### src/rtl/assert_macros.svh
// ----------------------------------------------------------------------------
// assert_macros.svh
// clocked assertion helpers shared by the rtl
// ----------------------------------------------------------------------------
`ifndef ASSERT_MACROS_SVH
`define ASSERT_MACROS_SVH

`ifndef ASSERT_OFF

// property checked on every rising edge outside reset
`define ASSERT_CLK(lbl, clk, rst_n, prop, msg) \
    lbl: assert property (@(posedge clk) disable iff (!rst_n) (prop)) else $error(msg);

// property checked on every rising edge, reset included
`define ASSERT_CLK_ALWAYS(lbl, clk, prop, msg) \
    lbl: assert property (@(posedge clk) (prop)) else $error(msg);

`else

`define ASSERT_CLK(lbl, clk, rst_n, prop, msg)
`define ASSERT_CLK_ALWAYS(lbl, clk, prop, msg)

`endif

`endif

### src/rtl/xbps_pkg.sv
// ----------------------------------------------------------------------------
// xbps_pkg
// shared types, constants and pattern match helpers of the body screen
// ----------------------------------------------------------------------------
`timescale 1ns / 1ps

package xbps_pkg;

    localparam int LENGTH_MAX = 1048576;

    localparam int BYTE_W   = 8;
    localparam int LIMIT_W  = 21;
    localparam int TEXT_W   = 21;
    localparam int CNT_W    = $clog2(LENGTH_MAX + 2);
    localparam int CMP_W    = (CNT_W > LIMIT_W) ? CNT_W : LIMIT_W;

    localparam int WIN_DEPTH = 10;
    localparam int PAT_MAX   = WIN_DEPTH + 1;
    localparam int PAT_BITS  = PAT_MAX * BYTE_W;
    localparam int PLEN_W    = $clog2(PAT_MAX + 1);

    localparam int MARK_N   = 4;
    localparam int DANGER_N = 9;
    localparam int IDX_W    = 4;

    localparam int Q_DEPTH = 2;
    localparam int QPTR_W  = (Q_DEPTH > 1) ? $clog2(Q_DEPTH) : 1;
    localparam int QCNT_W  = $clog2(Q_DEPTH + 1);

    localparam logic [1:0] VERDICT_OK        = 2'd0;
    localparam logic [1:0] VERDICT_TOO_LONG  = 2'd1;
    localparam logic [1:0] VERDICT_NO_MARKER = 2'd2;
    localparam logic [1:0] VERDICT_DANGER    = 2'd3;

    // patterns right aligned: last character in the low byte
    localparam logic [PAT_BITS-1:0] MARK_PAT [MARK_N] = '{
        PAT_BITS'("<?xml"),
        PAT_BITS'("<soap:"),
        PAT_BITS'("<s:Envelope"),
        PAT_BITS'("<soapenv:")
    };
    localparam logic [PLEN_W-1:0] MARK_LEN [MARK_N] = '{
        PLEN_W'(5), PLEN_W'(6), PLEN_W'(11), PLEN_W'(9)
    };

    localparam logic [PAT_BITS-1:0] DANGER_PAT [DANGER_N] = '{
        PAT_BITS'("<script"),
        PAT_BITS'("javascript:"),
        PAT_BITS'("vbscript:"),
        PAT_BITS'("onload="),
        PAT_BITS'("onerror="),
        PAT_BITS'("onclick="),
        PAT_BITS'("eval("),
        PAT_BITS'("exec("),
        PAT_BITS'("system(")
    };
    localparam logic [PLEN_W-1:0] DANGER_LEN [DANGER_N] = '{
        PLEN_W'(7), PLEN_W'(11), PLEN_W'(9), PLEN_W'(7), PLEN_W'(8),
        PLEN_W'(8), PLEN_W'(5), PLEN_W'(5), PLEN_W'(7)
    };

    typedef logic [WIN_DEPTH-1:0][BYTE_W-1:0] win_t;

    typedef struct packed {
        logic [CNT_W-1:0]    count;
        logic [CNT_W-1:0]    limit;
        logic                marker_any;
        logic [DANGER_N-1:0] danger;
    } rec_t;

    typedef struct packed {
        logic full;
        logic empty;
    } q_stat_t;

    function automatic logic [BYTE_W-1:0] fold_lower(input logic [BYTE_W-1:0] c);
        logic [BYTE_W-1:0] r;
        r = c;
        if (c inside {[8'h41:8'h5a]})
        begin
            r = c + 8'h20;
        end
        return r;
    endfunction

    // does the pattern end at the newest byte
    function automatic logic tail_hit(
        input win_t                win,
        input logic [BYTE_W-1:0]   newest,
        input logic [PAT_BITS-1:0] pat,
        input logic [PLEN_W-1:0]   plen,
        input logic                fold
    );
        logic              hit;
        logic [BYTE_W-1:0] c;
        hit = 1'b1;
        for (int k = 0; k < PAT_MAX; k++)
        begin
            c = (k == 0) ? newest : win[k-1];
            if (fold)
            begin
                c = fold_lower(c);
            end
            if ((PLEN_W'(k) < plen) && (c != pat[k*BYTE_W +: BYTE_W]))
            begin
                hit = 1'b0;
            end
        end
        return hit;
    endfunction

endpackage

### src/rtl/xbps_front.sv
// ----------------------------------------------------------------------------
// xbps_front
// per-byte text state: history window, length count and pattern flags
// ----------------------------------------------------------------------------
`timescale 1ns / 1ps

module xbps_front (
    input  logic                              clk,
    input  logic                              rst_n,
    input  logic                              item_valid,
    output logic                              item_ready,
    input  logic [xbps_pkg::BYTE_W-1:0]       text_byte,
    input  logic                              byte_present,
    input  logic [xbps_pkg::LIMIT_W-1:0]      length_limit,
    input  logic                              last_item,
    input  xbps_pkg::q_stat_t                 q_stat,
    output logic                              push,
    output xbps_pkg::rec_t                    push_rec
);
    import xbps_pkg::*;

    win_t                win_reg,    win_next,    win_base;
    logic [MARK_N-1:0]   marker_reg, marker_next, marker_base;
    logic [DANGER_N-1:0] danger_reg, danger_next, danger_base;
    logic [CNT_W-1:0]    count_reg,  count_next,  count_base;
    logic                ended_reg,  ended_next,  ended_base;
    logic [CNT_W-1:0]    limit_reg,  limit_next,  limit_base;
    logic                start_reg,  start_next;

    logic [MARK_N-1:0]   mark_hit;
    logic [DANGER_N-1:0] danger_hit;
    logic [CMP_W-1:0]    limit_ext;
    logic                accept;

    assign item_ready = !q_stat.full;
    assign accept     = item_valid && item_ready;
    assign limit_ext  = CMP_W'(length_limit);

    // a new message starts from cleared state
    always_comb
    begin
        win_base    = start_reg ? '0 : win_reg;
        marker_base = start_reg ? '0 : marker_reg;
        danger_base = start_reg ? '0 : danger_reg;
        count_base  = start_reg ? '0 : count_reg;
        ended_base  = start_reg ? 1'b0 : ended_reg;
        if (!start_reg)
        begin
            limit_base = limit_reg;
        end
        else if (limit_ext > CMP_W'(LENGTH_MAX))
        begin
            limit_base = CNT_W'(LENGTH_MAX);
        end
        else
        begin
            limit_base = CNT_W'(limit_ext);
        end
    end

    always_comb
    begin
        for (int i = 0; i < MARK_N; i++)
        begin
            mark_hit[i] = tail_hit(win_base, text_byte, MARK_PAT[i], MARK_LEN[i], 1'b0);
        end
        for (int i = 0; i < DANGER_N; i++)
        begin
            danger_hit[i] = tail_hit(win_base, text_byte, DANGER_PAT[i], DANGER_LEN[i],
                                     1'b1);
        end
    end

    always_comb
    begin
        win_next    = win_reg;
        marker_next = marker_reg;
        danger_next = danger_reg;
        count_next  = count_reg;
        ended_next  = ended_reg;
        limit_next  = limit_reg;
        start_next  = start_reg;
        push        = 1'b0;
        if (accept)
        begin
            win_next    = win_base;
            marker_next = marker_base;
            danger_next = danger_base;
            count_next  = count_base;
            ended_next  = ended_base;
            limit_next  = limit_base;
            start_next  = last_item;
            push        = last_item;
            if (byte_present && !ended_base)
            begin
                if (text_byte == '0)
                begin
                    ended_next = 1'b1;
                end
                else
                begin
                    if (count_base < CNT_W'(LENGTH_MAX + 1))
                    begin
                        count_next = count_base + CNT_W'(1);
                    end
                    marker_next = marker_base | mark_hit;
                    danger_next = danger_base | danger_hit;
                    win_next    = {win_base[WIN_DEPTH-2:0], text_byte};
                end
            end
        end
        push_rec.count      = count_next;
        push_rec.limit      = limit_next;
        push_rec.marker_any = |marker_next;
        push_rec.danger     = danger_next;
    end

    always_ff @(posedge clk or negedge rst_n)
    begin
        if (!rst_n)
        begin
            win_reg    <= '0;
            marker_reg <= '0;
            danger_reg <= '0;
            count_reg  <= '0;
            ended_reg  <= 1'b0;
            limit_reg  <= '0;
            start_reg  <= 1'b1;
        end
        else
        begin
            win_reg    <= win_next;
            marker_reg <= marker_next;
            danger_reg <= danger_next;
            count_reg  <= count_next;
            ended_reg  <= ended_next;
            limit_reg  <= limit_next;
            start_reg  <= start_next;
        end
    end

endmodule

### src/rtl/xbps_queue.sv
// ----------------------------------------------------------------------------
// xbps_queue
// short register queue of finished message records
// ----------------------------------------------------------------------------
`timescale 1ns / 1ps

module xbps_queue (
    input  logic              clk,
    input  logic              rst_n,
    input  logic              push,
    input  xbps_pkg::rec_t    push_rec,
    input  logic              pop,
    output xbps_pkg::rec_t    head_rec,
    output xbps_pkg::q_stat_t q_stat
);
    import xbps_pkg::*;

    rec_t              slot_reg [Q_DEPTH];
    logic [QPTR_W-1:0] wr_ptr_reg, wr_ptr_next;
    logic [QPTR_W-1:0] rd_ptr_reg, rd_ptr_next;
    logic [QCNT_W-1:0] cnt_reg,    cnt_next;
    logic              do_push, do_pop;

    assign q_stat.full  = (cnt_reg == QCNT_W'(Q_DEPTH));
    assign q_stat.empty = (cnt_reg == '0);
    assign do_push      = push && !q_stat.full;
    assign do_pop       = pop && !q_stat.empty;
    assign head_rec     = slot_reg[rd_ptr_reg];

    always_comb
    begin
        wr_ptr_next = wr_ptr_reg;
        rd_ptr_next = rd_ptr_reg;
        cnt_next    = cnt_reg;
        if (do_push)
        begin
            wr_ptr_next = (wr_ptr_reg == QPTR_W'(Q_DEPTH - 1)) ? '0 : wr_ptr_reg + QPTR_W'(1);
        end
        if (do_pop)
        begin
            rd_ptr_next = (rd_ptr_reg == QPTR_W'(Q_DEPTH - 1)) ? '0 : rd_ptr_reg + QPTR_W'(1);
        end
        if (do_push && !do_pop)
        begin
            cnt_next = cnt_reg + QCNT_W'(1);
        end
        else if (do_pop && !do_push)
        begin
            cnt_next = cnt_reg - QCNT_W'(1);
        end
    end

    always_ff @(posedge clk or negedge rst_n)
    begin
        if (!rst_n)
        begin
            wr_ptr_reg <= '0;
            rd_ptr_reg <= '0;
            cnt_reg    <= '0;
        end
        else
        begin
            wr_ptr_reg <= wr_ptr_next;
            rd_ptr_reg <= rd_ptr_next;
            cnt_reg    <= cnt_next;
        end
    end

    always_ff @(posedge clk)
    begin
        if (do_push)
        begin
            slot_reg[wr_ptr_reg] <= push_rec;
        end
    end

endmodule

### src/rtl/xbps_back.sv
// ----------------------------------------------------------------------------
// xbps_back
// verdict decision and output register, one message record per beat while the output is free
// ----------------------------------------------------------------------------
`timescale 1ns / 1ps

module xbps_back (
    input  logic                         clk,
    input  logic                         rst_n,
    input  xbps_pkg::q_stat_t            q_stat,
    input  xbps_pkg::rec_t               head_rec,
    output logic                         pop,
    output logic                         result_valid,
    input  logic                         result_ready,
    output logic [1:0]                   verdict,
    output logic [xbps_pkg::IDX_W-1:0]   pattern_index,
    output logic [xbps_pkg::TEXT_W-1:0]  text_length
);
    import xbps_pkg::*;

    logic                valid_reg,   valid_next;
    logic [1:0]          verdict_reg, verdict_next;
    logic [IDX_W-1:0]    index_reg,   index_next;
    logic [TEXT_W-1:0]   length_reg;
    logic [IDX_W-1:0]    first_idx;
    logic                load;

    assign load = !q_stat.empty && (!valid_reg || result_ready);
    assign pop  = load;

    // lowest set danger flag wins
    always_comb
    begin
        first_idx = '0;
        for (int i = DANGER_N - 1; i >= 0; i--)
        begin
            if (head_rec.danger[i])
            begin
                first_idx = IDX_W'(i);
            end
        end
    end

    always_comb
    begin
        index_next = '0;
        if (head_rec.count > head_rec.limit)
        begin
            verdict_next = VERDICT_TOO_LONG;
        end
        else if (!head_rec.marker_any)
        begin
            verdict_next = VERDICT_NO_MARKER;
        end
        else if (head_rec.danger != '0)
        begin
            verdict_next = VERDICT_DANGER;
            index_next   = first_idx;
        end
        else
        begin
            verdict_next = VERDICT_OK;
        end
    end

    always_comb
    begin
        valid_next = valid_reg;
        if (load)
        begin
            valid_next = 1'b1;
        end
        else if (result_ready)
        begin
            valid_next = 1'b0;
        end
    end

    always_ff @(posedge clk or negedge rst_n)
    begin
        if (!rst_n)
        begin
            valid_reg <= 1'b0;
        end
        else
        begin
            valid_reg <= valid_next;
        end
    end

    always_ff @(posedge clk)
    begin
        if (load)
        begin
            verdict_reg <= verdict_next;
            index_reg   <= index_next;
            length_reg  <= TEXT_W'(head_rec.count);
        end
    end

    assign result_valid  = valid_reg;
    assign verdict       = verdict_reg;
    assign pattern_index = index_reg;
    assign text_length   = length_reg;

endmodule

### src/rtl/xml_body_pattern_screen_core.sv
// ----------------------------------------------------------------------------
// xml_body_pattern_screen_core
// Screens a message body that arrives one byte per beat and returns one
// verdict beat per message, on the beat marked last. A zero byte ends the
// text. The body is rejected as too long, then for lacking an xml or soap
// structure marker, then for containing a danger pattern (case-insensitive),
// in that order; for a danger pattern the first one in list order is
// reported. A new byte is accepted each cycle while the queue is not full:
// the front updates the 10-byte history, the count and the pattern flags as
// each byte is accepted, and a two-entry record queue lets the front keep
// going while a verdict waits at the output. A finished record passes the
// queue and then the output register. Input ready drops only when both queue
// entries hold messages whose verdicts have not yet been taken.
// ----------------------------------------------------------------------------
`timescale 1ns / 1ps
`include "assert_macros.svh"

module xml_body_pattern_screen_core (
    input  logic                         clk,
    input  logic                         rst_n,
    input  logic                         item_valid,
    output logic                         item_ready,
    input  logic [xbps_pkg::BYTE_W-1:0]  text_byte,
    input  logic                         byte_present,
    input  logic [xbps_pkg::LIMIT_W-1:0] length_limit,
    input  logic                         last_item,
    output logic                         result_valid,
    input  logic                         result_ready,
    output logic [1:0]                   verdict,
    output logic [xbps_pkg::IDX_W-1:0]   pattern_index,
    output logic [xbps_pkg::TEXT_W-1:0]  text_length
);
    import xbps_pkg::*;

    q_stat_t q_stat;
    rec_t    push_rec;
    rec_t    head_rec;
    logic    push;
    logic    pop;

    xbps_front u_front (
        .clk          (clk),
        .rst_n        (rst_n),
        .item_valid   (item_valid),
        .item_ready   (item_ready),
        .text_byte    (text_byte),
        .byte_present (byte_present),
        .length_limit (length_limit),
        .last_item    (last_item),
        .q_stat       (q_stat),
        .push         (push),
        .push_rec     (push_rec)
    );

    xbps_queue u_queue (
        .clk      (clk),
        .rst_n    (rst_n),
        .push     (push),
        .push_rec (push_rec),
        .pop      (pop),
        .head_rec (head_rec),
        .q_stat   (q_stat)
    );

    xbps_back u_back (
        .clk           (clk),
        .rst_n         (rst_n),
        .q_stat        (q_stat),
        .head_rec      (head_rec),
        .pop           (pop),
        .result_valid  (result_valid),
        .result_ready  (result_ready),
        .verdict       (verdict),
        .pattern_index (pattern_index),
        .text_length   (text_length)
    );

    // assertions
    `ASSERT_CLK(a_index_only_on_danger, clk, rst_n, (result_valid && (verdict != VERDICT_DANGER)) |-> (pattern_index == '0), "pattern index set without danger verdict")
    `ASSERT_CLK(a_index_in_range, clk, rst_n, (result_valid && (verdict == VERDICT_DANGER)) |-> (pattern_index < IDX_W'(DANGER_N)), "pattern index out of range")
    `ASSERT_CLK(a_too_long_nonzero, clk, rst_n, (result_valid && (verdict == VERDICT_TOO_LONG)) |-> (text_length != '0), "too long verdict with empty text")
    `ASSERT_CLK(a_queue_status, clk, rst_n, !(q_stat.full && q_stat.empty), "queue both full and empty")

endmodule
### config.mk
export PLATFORM = sky130hd
export DESIGN_NAME = xml_body_pattern_screen_core
export DESIGN_NICKNAME = d
export VERILOG_FILES = /design/src/rtl/xbps_pkg.sv /design/src/rtl/xbps_front.sv /design/src/rtl/xbps_queue.sv /design/src/rtl/xbps_back.sv /design/src/rtl/xml_body_pattern_screen_core.sv
export VERILOG_INCLUDE_DIRS = /design/src /design/src/rtl
export SDC_FILE = /design/constraint.sdc
export NUM_CORES = 1
export LEC_CHECK = 0
export ABC_AREA = 0
export BUFFER_PORTS_ARGS = -buffer_cell sky130_fd_sc_hd__buf_2
export CORE_MARGIN = 2
export CORE_UTILIZATION = 50
export DETAILED_ROUTE_END_ITERATION = 10
export PLACE_DENSITY = 0.67
export SYNTH_ARGS = -nofsm -noshare
export SYNTH_HDL_FRONTEND = slang
export SYNTH_SLANG_ARGS = --single-unit
### constraint.sdc
create_clock -name clk -period 3.7 [get_ports clk]
set_input_delay 0.74 -clock clk [delete_from_list [all_inputs] [get_ports clk]]
set_output_delay 0.74 -clock clk [all_outputs]
set_load 0.01 [all_outputs]
======== Word-level counts from Yosys, hierarchy flattened ========
Memory sizes are Yosys's and may differ from the RTL's.
Cells that the tools add are included.
word-level totals
  ROM bits ................................ 0
  flip-flop bits (word level) ............. 169
  latch bits .............................. 0
  memory bits (writable) .................. 104
  output and inout bits ................... 29
  memories kept ........................... 1
memories
  memory            words  bits a word  rd ports  clocked after memory_dff  wr ports  RTL line          source
  u_queue.slot_reg  2      52           1         0                         1         xbps_queue.sv:18  rec_t slot_reg [Q_DEPTH];
cells by class
  reduce and logical (&&, ||, !) cells .... 35
  muxes and demuxes ....................... 138
  add/sub/neg operators ................... 16
  equal/unequal tests ..................... 74
  bitwise operators ....................... 4
  multipliers ............................. 0
  divide/modulo/power cells ............... 0
  order comparisons ....................... 25
  shift operators ......................... 0
operators by type and width
  operator                                                                          number
  8-bit by 7-bit != test with 1-bit output, second input constant                   62
  80-bit two-way mux                                                                3
  21-bit two-way mux                                                                8
  1-bit two-way mux                                                                 97
  8-bit by 6-bit adder with 8-bit output, second input constant                     11
  8-bit by 7-bit >= comparator with 1-bit output, second input constant             11
  8-bit by 7-bit less-or-equal comparator with 1-bit output, second input constant  11
  8-bit two-way mux                                                                 11
  8-bit by 6-bit != test with 1-bit output, second input constant                   11
  9-bit two-way mux                                                                 4
  21-bit by 1-bit adder with 21-bit output, second input constant                   1
  21-bit greater-than comparator                                                    1
  21-bit greater-than comparator, second input constant                             1
  21-bit less-than comparator, second input constant                                1
  4-bit two-way mux                                                                 5
  1-bit logical AND                                                                 18
  2-bit two-way mux                                                                 6
  3-bit two-way mux                                                                 4
  11-bit OR reduction                                                               1
  9-bit bitwise OR                                                                  1
  9-bit nonzero test                                                                1
  8-bit logical NOT                                                                 1
  4-bit OR reduction                                                                2
  7-bit OR reduction                                                                1
  other kinds (11)                                                                  19

======== Logic depth before layout (Yosys ltp) ========
Gate-level depths: netlist of run 1.
  depth in word-level cells ............... 19
  gate-level depth with buffers ........... 13

======== Modules after synthesis ========
Synthesis of run 1 repeated with hierarchy kept, for this count alone.
second synthesis, totals
  cells, all modules ...................... 1182
  area, all modules ....................... 13606.8 um^2
modules (own cells, without submodules)
  module      cells each  instances  area an instance (um^2)
  xbps_front  869         1          7845.0
  xbps_queue  181         1          4200.3
  xbps_back   132         1          1561.5

======== Least setup slack after synthesis of run 1 ========
No wires, ideal clock.
  path kind ............................... input-to-reg
  from .................................... in item_valid
  to ...................................... mem u_queue.slot_reg[0][0] (netlist bit) (enable)
  buffers on the path ..................... 1
  stages .................................. 4
  required time ........................... 3238 ps
  setup slack ............................. -141 ps
  arrival ................................. 3380 ps
  setup time .............................. 462 ps
  cell sequence ........................... and2_1 clkbuf_1 nand2_1 nor2_1
between the ends
  cells in the longest elaborated chain, start to end .. 5
ends and longest elaborated chain
  what                                     RTL line                            source
  start: declaration                       xml_body_pattern_screen_core.sv:21  input logic item_valid,
  1-bit logical AND                        xbps_front.sv:36                    assign accept = item_valid && item_ready;
  1-bit two-way mux                        xbps_front.sv:84                    if (accept)
  1-bit logical AND                        xbps_queue.sv:26                    assign do_push = push && !q_stat.full;
  1-bit two-way mux                        xbps_queue.sv:71                    if (do_push)
  1-bit two-way mux (not written as such)  xbps_queue.sv:73                    slot_reg[wr_ptr_reg] <= push_rec;
  end: declaration                         xbps_queue.sv:18
Every way passes these cells.

==> metrics.cfg, run 1 <==
[outcome]
status=complete, but fails checks
violations=design-rule violations

[worst_setup_path]
cp_slowest_cell=dfstp_4
crit_required_ns=3.99
crit_cells=8
cp-startpoint=u_front.start_reg$_DFFE_PN1P_
crit_top_cell=nor2b_1
worstSetupPathType=register to register
critical-path-max-stage-delay_ns=0.83
cp.arrival_ns=3.68
r2r_setup_slack_ns=0.31
start_kind=register
critPathMaxFanout=34
rr_startpoint=u_front.start_reg$_DFFE_PN1P_
cp_top_family=simple AND/OR/NAND/NOR gates
cp_cell_sequence=nor2b_1, ha_1, nor2b_1, o211ai_1, nor4b_1, nand4_1, or4_1, o31ai_1
r2r-end=u_queue.slot_reg[1][0]$_DFFE_PP_
cp-end-kind=register
crit_buf_inv=0
r2r.worst_path.cells=8

[pwr]
switchingPower_w=0.00424
leakagePower_nw=5.98
power_density_nw_per_um2=766
p_sw_share_pct=36.6
p_clk_share_pct=24.7
seqPwrFrac_pct=44.6
p_total_w=0.0116
max-vdd-ir-drop_mv=0.433
internal-power_w=0.00734
combPwrFrac_pct=30.7

[timing]
report.final.slew_viol_count=0
period_needed_ns=3.39
finalClockSkew_ns=0.0327
fmax_ghz=0.295
rsz0062_at_grt=no
layout_setup_ws_ns=0.310
hold_viol=0
worst_pin_slew_ns=0.905
fin_tns_setup_ns=0
max_slew_margin_pct=38.8
fin_crit_sh_pct=91.6
final-setup-viol-count=0

[clocking]
postCtsHoldBufs=0
ctsResizeCount=0
clock-sinks=273
insertion_delay_ns=0.56
ctsHtreeMaxLevel=1
cts_tree=yes
post_cts_buffers=0
cts-root-buf=clkbuf_16
clock_path_buffers=3
clk_pin_slew_ns=0.07
cts_buffers=29

[yosys]
synthArstFlopShare_pct=52.0
yosysWarnings=0
synth_edf_count=131
avgSynthCellArea_um2=11.1
synth-seq-cells=273
yosysUniqueCellTypes=70
synth_nets=1270
synthCells=1201
ys.flop_type=dfrtp_1
syn-cell-area_um2=13400
seq_area_frac_synth_pct=56.0

[layout]
syn_to_final_growth_pct=13.0
largest_register_ffs=104
final_util_pct=57.8
drive_above_1_share_pct=15.0
fillers=2230
nets=1326

[floorplanning]
start_util_pct=51.2
fp.dieW_um=168
core_um2=26100
pin_count=64
die_h_um=168
dieArea_um2=28100
std_cell_rows=59

[placed_design]
gp_congestion=0.976
hpwl_um=24000
place_ws_ns=0.264
portBuffers=63

[grt]
grt_pass1_vias=9552
grt-ovfl-total=0
grt_max_degree=92
grt_util_all_layers_pct=25.3
grt_pass1_wl_um=55900
antenna_found_initial=1

[drt]
wl_per_cell_um=22.0
wl_met2_um=16000
final_antenna_net_count=0
drc=14
vias_per_cell=6.18
met3WireLength_um=2470
wl_met1_um=16200
initialDrtViolationCount=981
totalWireLength_um=35600
vias=9991
routed.top_layer=met4
firstDrtPassIters=9

[worst_hold_path]
hold_class=primary input to async pin

[run]
maxCapViolations=0

==> per-layer routing <==
metal  global-route usage [%]  vias up
met5                        0        -
met4                     6.54        0
met3                     3.40       63
met2                     39.4      375
met1                     37.7     4880
li1                         -     4673
==> power by group through the flow <==
stage	clock network, W	logic [W]	registers [W]
6_report	0.00286	0.00355	0.00517
5_1_grt	0.00303	0.00395	0.00528
4_1_cts	0.00291	0.00356	0.00514
3_5_place_dp	0	0.00354	0.00519
3_3_place_gp	0	0.00347	0.00516
2_1_floorplan	0	0.00260	0.00473
==> layout by cell type, fill, tap and decap left out, types with 7 or more instances in the layout <==
| master | instances |
|---|---|
| xnor2_1 | 7 |
| ha_1 | 34 |
| a22oi_1 | 66 |
| nor2b_1 | 38 |
| clkbuf_16 | 29 |
| nand3_1 | 29 |
| o21ai_0 | 83 |
| nand4_1 | 27 |
| a22o_1 | 31 |
| nor4_1 | 36 |
| buf_2 | 62 |
| nor3_1 | 22 |
| nand2b_1 | 16 |
| clkbuf_1 | 8 |
| o22ai_1 | 11 |
| or4_1 | 15 |
| and3_1 | 16 |
| buf_4 | 41 |
| xor2_1 | 15 |
| mux2_2 | 22 |
| a21oi_1 | 42 |
| nor4b_1 | 8 |
| nand4b_1 | 11 |
| nand2_1 | 124 |
| nor2_1 | 37 |
| or3_1 | 7 |
| mux2i_1 | 26 |
| a21o_1 | 8 |
| edfxtp_1 | 131 |
| dfrtp_1 | 140 |
| inv_1 | 21 |
==> through the flow <==
stage	instances	cell area, µm²	hold WS, ns
6_report	1616	15100	0.289
5_1_grt	1615	15100	0.350
4_1_cts	1615	15100	0.307
3_5_place_dp	1561	14200	0.454
3_3_place_gp	1561	14200	0.461
2_1_floorplan	1201	13400	0.435
==> worst reg2reg max path, stage by stage (launching register included) <==
cell	delay, ns
dfstp_4	0.83
nor2b_1	0.14
ha_1	0.28
nor2b_1	0.12
o211ai_1	0.12
nor4b_1	0.45
nand4_1	0.25
or4_1	0.49
o31ai_1	0.45
==> area by class of cell <==
class / instances / area [µm²] / share of cell area [%]
flip-flops and latches: 273 / 7490 / 49.6
multi-input cells: 824 / 5470 / 36.2
clock buffers: 42 / 825 / 5.46
repair buffers: 108 / 709 / 4.69
well taps: 335 / 419 / 2.77
clock inverters: 12 / 116 / 0.770
inverters: 21 / 78.8 / 0.522
diodes: 1 / 2.50 / 0.0166
==> cell families (layout without fill, tap and decap cells) <==
group                      after synthesis  after routing  synth area share (%)
AOI/OAI and AO/OA                      284            284                  14.2
xor gates and xnor gates                22             22                  1.44
adders and majority gates               34             34                  3.18
buffers and inverters                  104            183                  3.23
DFF                                    273            273                  56.0
muxes                                   48             48                  3.80
other                                    0              1                     0
and+or+nand+nor                        436            436                  18.2
==> Yosys cell counts, types with 27 or more instances <==
cell type | number | share of area, %
dfrtp_1 | 141 | 26
edfxtp_1 | 131 | 29
nand2_1 | 125 | 3.5
o21ai_0 | 83 | 3.1
a22oi_1 | 66 | 3.7
clkbuf_1 | 61 | 1.7
a21oi_1 | 42 | 1.6
nor2b_1 | 39 | 1.8
nor2_1 | 38 | 1.1
nor4_1 | 36 | 1.7
ha_1 | 34 | 3.2
a22o_1 | 31 | 2.0
nand3_1 | 29 | 1.1
nand4_1 | 27 | 1.3
==> worst max path at each step <==
| stage | to |
|---|---|
| global placement | u_back.pattern_index[1]$_SDFFCE_PP0P_ |
| global route | u_queue.slot_reg[0][4]$_DFFE_PP_ |
| finish | u_queue.slot_reg[1][0]$_DFFE_PP_ |
| floorplan | u_queue.slot_reg[0][0]$_DFFE_PP_ |
| detailed placement | u_queue.slot_reg[1][5]$_DFFE_PP_ |
| CTS | u_back.pattern_index[2]$_SDFFCE_PP0P_ |
Power figures use the tool's default switching activity.
==> run 2: changes to the inputs <==
Settings changed: CORE_ASPECT_RATIO set to 0.7, CTS_BUF_LIST set to sky130_fd_sc_hd__clkbuf_8.
==> run 2 against run 1 <==
The flow now finishes without violations. Clock skew decreased by 0.0019 ns. Sequential share of layout area increased by 0.36 points. Critical endpoint is now u_queue.slot_reg[1][8]$_DFFE_PP_. Maximum frequency decreased by 4.3%. Non-clock buffer count decreased by 9. Die area about the same. Cell count increased by 2.7%. Highest routed layer unchanged.
==> metrics.cfg, run 2 (synthesis results as in run 1) <==
[floorplanning]
dieArea_um2=28100
fp.dieW_um=199
start_util_pct=50.4
std_cell_rows=50
die_h_um=141
core_um2=26500
pin_count=64

[pwr]
internal-power_w=0.00698
combPwrFrac_pct=30.9
max-vdd-ir-drop_mv=0.667
switchingPower_w=0.00434
leakagePower_nw=5.98
seqPwrFrac_pct=46.4
power_density_nw_per_um2=754
p_total_w=0.0113
p_clk_share_pct=22.7
p_sw_share_pct=38.3

[layout]
antennaDiodeCount=0
syn_to_final_growth_pct=12.2
layout_common_cells=dfrtp_1, edfxtp_1, nand2_1
drive_above_1_share_pct=15.2
fillers=2274
nets=1330
largest_register_ffs=104
fin_area_um2=15000
seq_area_um2=7490
layout_commonest_cell=dfrtp_1
multi_input_comb_area_um2=5470

[grt]
antenna_found_initial=0
grt_pass1_wl_um=57300
grt-ovfl-total=0
grt_max_degree=78
grt_pass1_vias=9621
grt_util_all_layers_pct=26.7

[clocking]
post_cts_buffers=0
insertion_delay_ns=0.58
clk_pin_slew_ns=0.07
cts_tree=yes
cts_buffers=42
ctsResizeCount=0
clock_path_buffers=3
cts-root-buf=clkbuf_8
postCtsHoldBufs=0
clock-sinks=273
ctsHtreeMaxLevel=2

[timing]
max_slew_margin_pct=45.7
finalClockSkew_ns=0.0307
worst_pin_slew_ns=0.807
final-setup-viol-count=0
whs_ns=0.208
period_needed_ns=3.54
rsz0062_at_grt=no
hold_viol=0
report.final.slew_viol_count=0
fmax_ghz=0.282
fin_tns_setup_ns=0
fin_crit_sh_pct=95.7
layout_setup_ws_ns=0.159

[worst_setup_path]
cp_slowest_cell=dfstp_4
start_kind=register
crit_required_ns=4.12
r2r_setup_slack_ns=0.16
cp.arrival_ns=3.96
critPathMaxFanout=41
cp_cell_sequence=nor2b_1, ha_1, nor2b_1, o211ai_1, nor4b_1, nand4_1, nor4_1, buf_4, a22o_1
crit_top_cell=nor2b_1
critical-path-max-stage-delay_ns=0.84
worstSetupPathType=register to register
cp-end-kind=register

[drt]
firstDrtPassIters=5
vias=10200
drc=0
totalWireLength_um=37000
wl_per_cell_um=22.3
vias_per_cell=6.17
final_antenna_net_count=0
initialDrtViolationCount=1053

[placed_design]
gp_congestion=1.00
place_ws_ns=0.239
portBuffers=63
hpwl_um=25100
place_area_um2=14100

[outcome]
status=complete, no violations

[worst_hold_path]
hold_class=primary input to async pin

[run]
maxCapViolations=0

## run 2: area by class of cell
type / count / share of cell area, %
Sequential cell: 273 / 49.9
Multi-Input combinational cell: 824 / 36.5
Clock buffer: 49 / 4.49
Timing Repair Buffer: 99 / 4.28
Tap cell: 364 / 3.03
Clock inverter: 29 / 1.28
Inverter: 21 / 0.525
## run 2: power groups by stage
stage | clock [W] | sequential, W | combinational, W
finish | 0.00258 | 0.00525 | 0.00350
global route | 0.00278 | 0.00533 | 0.00387
CTS | 0.00264 | 0.00520 | 0.00348
detailed placement | 0 | 0.00525 | 0.00346
global placement | 0 | 0.00522 | 0.00339
floorplan | 0 | 0.00473 | 0.00260
## run 2: layer usage
metal	global-route usage (%)	part of all wire, %	wire [µm]
met5	0	0	0
met4	5.61	1.3	483
met2	34.3	39	14500
met1	44.0	51	18800
met3	7.08	8.5	3160
## run 2: worst paths after layout
check / start / to / cells past startpoint
worst max-delay path: u_front.start_reg$_DFFE_PN1P_ / u_queue.slot_reg[1][8]$_DFFE_PP_ / 9
worst min-delay path: rst_n / u_front.win_reg[27]$_DFFE_PN0P_ / 1
worst max register to register: u_front.start_reg$_DFFE_PN1P_ / u_queue.slot_reg[1][8]$_DFFE_PP_ / 9
worst min register to register: u_front.marker_reg[2]$_DFF_PN0_ / u_front.marker_reg[2]$_DFF_PN0_ / 2
max in group asynchronous: rst_n / u_front.limit_reg[2]$_DFF_PN0_ / 2
min in group clk: result_ready / u_back.result_valid$_DFFE_PN0P_ / 3
## run 2: worst max-delay path, delay by kind of cell (launching register included)
kind / cells / cell delay (ns)
fa+ha+maj: 1 / 0.29
simple gates: 5 / 1.68
buf+inv: 1 / 0.22
flops: 1 / 0.84
compound gates: 2 / 0.34
## run 2: metrics by stage
step | instances | util (%)
floorplan | 1201 | -
finish | 1659 | 56.6
CTS | 1659 | 56.6
detailed placement | 1581 | 53.3
global placement | 1581 | 53.3
global route | 1659 | 56.6
==> run 3: changes to the inputs <==
Settings changed: CORE_UTILIZATION 50 to 64, PLACE_DENSITY 0.67 to 0.8.
Clock period 3.7 ns to 3.45 ns, I/O delays scaled along.
==> run 3 against run 2 <==
Maximum frequency grew 4.6%. Combinational power grew 19%. Register-to-register slack got worse by 0.09 ns. Via count increased by 4.9%. Die area fell by 21%. Total power is 7.6% higher. Non-clock buffer count rose by 12. Critical endpoint is now u_back.pattern_index[2]$_SDFFCE_PP0P_. Largest cell class unchanged.
==> metrics.cfg, run 3 (synthesis results as in run 1) <==
[worst_setup_path]
cp_top_family=compound AO/OA/AOI/OAI gates
cp_cell_sequence=buf_12, buf_6, mux2_2, ha_1, nand4_1, o221ai_1, o21ai_0, nor2_1, nor4_1
rr_startpoint=u_queue.rd_ptr_reg$_DFFE_PN0P_
start_kind=register
critical-path-max-stage-delay_ns=0.51
cp_slowest_cell=o221ai_1
crit_required_ns=3.72
critPathMaxFanout=38
worstSetupPathType=register to register
cp.arrival_ns=3.65
cp-end-kind=register
crit_buf_inv=2
cp-startpoint=u_queue.rd_ptr_reg$_DFFE_PN0P_

[floorplanning]
pin_count=64
die_h_um=125
std_cell_rows=44
fp.dieW_um=177
start_util_pct=64.9
core_um2=20600
dieArea_um2=22100

[drt]
initialDrtViolationCount=1407
final_antenna_net_count=0
wl_per_cell_um=24.9
firstDrtPassIters=5
vias=10700
drc=0
vias_per_cell=6.81
totalWireLength_um=39200

[placed_design]
portBuffers=63
dpl.cell_count=1505
gp_congestion=0.979
place_area_um2=14200
hpwl_um=26800

[layout]
nets=1339
layout_commonest_cell=dfrtp_1
layout_common_cells=dfrtp_1, edfxtp_1, nand2_1
fin_area_um2=14900
fillers=1354
final_cells=1576
syn_to_final_growth_pct=11.8
drive_above_1_share_pct=15.7
antennaDiodeCount=0
largest_register_ffs=104

[worst_hold_path]
hold_class=primary input to async pin

[pwr]
max-vdd-ir-drop_mv=0.584
power_density_nw_per_um2=815
p_total_w=0.0122
leakagePower_nw=5.99

[clocking]
postCtsHoldBufs=0
cts_buffers=39
insertion_delay_ns=0.56
cts_tree=yes
cts-root-buf=clkbuf_8
clk_pin_slew_ns=0.07
post_cts_buffers=0
clock_path_buffers=3
ctsHtreeMaxLevel=2
clock-sinks=273

[run]
maxCapViolations=0

[grt]
grt_util_all_layers_pct=36.2
grt_max_degree=77
grt_pass1_wl_um=61100
grt_pass1_vias=10300
grt-ovfl-total=0
antenna_found_initial=0

[timing]
fin_crit_sh_pct=98.1
period_needed_ns=3.39
final-setup-viol-count=0
whs_ns=0.147
finalClockSkew_ns=0.0363
report.final.slew_viol_count=0
worst_pin_slew_ns=0.897
hold_viol=0
fmax_ghz=0.295
max_slew_margin_pct=40.2
fin_tns_setup_ns=0

[outcome]
status=complete, no violations

[run 3: cell count changes in the layout (fill, tap and decap cells not counted), sizes merged]
cell    delta
bufinv     -2
inv        -4
buf       +12
clkbuf     -1
[run 3: layout make-up]
| type | count | area, µm² | share of cell area [%] |
|---|---|---|---|
| sequential | 273 | 7490 | 50.1 |
| multi-input combinational | 824 | 5500 | 36.8 |
| timing repair buffer | 111 | 773 | 5.17 |
| clock buffer | 48 | 661 | 4.42 |
| tap | 276 | 345 | 2.31 |
| clock inverter | 23 | 95.1 | 0.636 |
| inverter | 21 | 78.8 | 0.527 |
[run 3: worst register-to-register path: stages, from the launching register on]
cell      delay (ns)
dfrtp_2         0.44
buf_12          0.26
buf_6           0.29
mux2_2          0.38
ha_1            0.30
nand4_1         0.17
o221ai_1        0.51
o21ai_0         0.31
nor2_1          0.35
nor4_1          0.12
[run 3: worst paths after layout]
| kind | end | slack (ns) | depth (start not counted) |
|---|---|---|---|
| worst max-delay path | u_back.pattern_index[2]$_SDFFCE_PP0P_ | 0.06 | 9 |
| worst min-delay path | u_front.win_reg[21]$_DFFE_PN0P_ | 0.15 | 1 |
| worst max register to register | u_back.pattern_index[2]$_SDFFCE_PP0P_ | 0.06 | 9 |
| worst min register to register | u_front.marker_reg[2]$_DFF_PN0_ | 0.47 | 2 |
| max in group asynchronous | u_front.win_reg[78]$_DFFE_PN0P_ | 2.40 | 2 |
| min in group clk | u_front.limit_reg[9]$_DFF_PN0_ | 0.43 | 2 |
[run 3: timing repair]
action / CTS / global route
setup endpoints to repair: 4 / 2
gates resized for setup: 2 / 3
endpoints found under the hold margin: 0 / 0
[run 3: power breakdown]
| group | total (W) | leakage (nW) | switching (W) | internal [W] |
|---|---|---|---|---|
| Combinational | 0.00415 | 2.44 | 0.00251 | 0.00164 |
| Sequential | 0.00557 | 3.11 | 0.00107 | 0.00450 |
| Clock | 0.00248 | 0.439 | 0.00122 | 0.00126 |
[run 3: per-layer routing]
metal	wire (µm)	vias to the layer above	GRT usage [%]
met4	645	0	7.97
met2	16200	695	49.1
li1	-	4700	-
met5	0	-	0
met3	5220	64	9.98
met1	17100	5272	58.1
[run 3: through the flow]
stage | util, % | worst slack [ns]
2_1_floorplan | - | 0.0584
3_3_place_gp | 68.8 | -0.0226
3_5_place_dp | 68.8 | -0.212
4_1_cts | 72.5 | 0.0543
5_1_grt | 72.6 | -0.0515
6_report | 72.6 | 0.0646
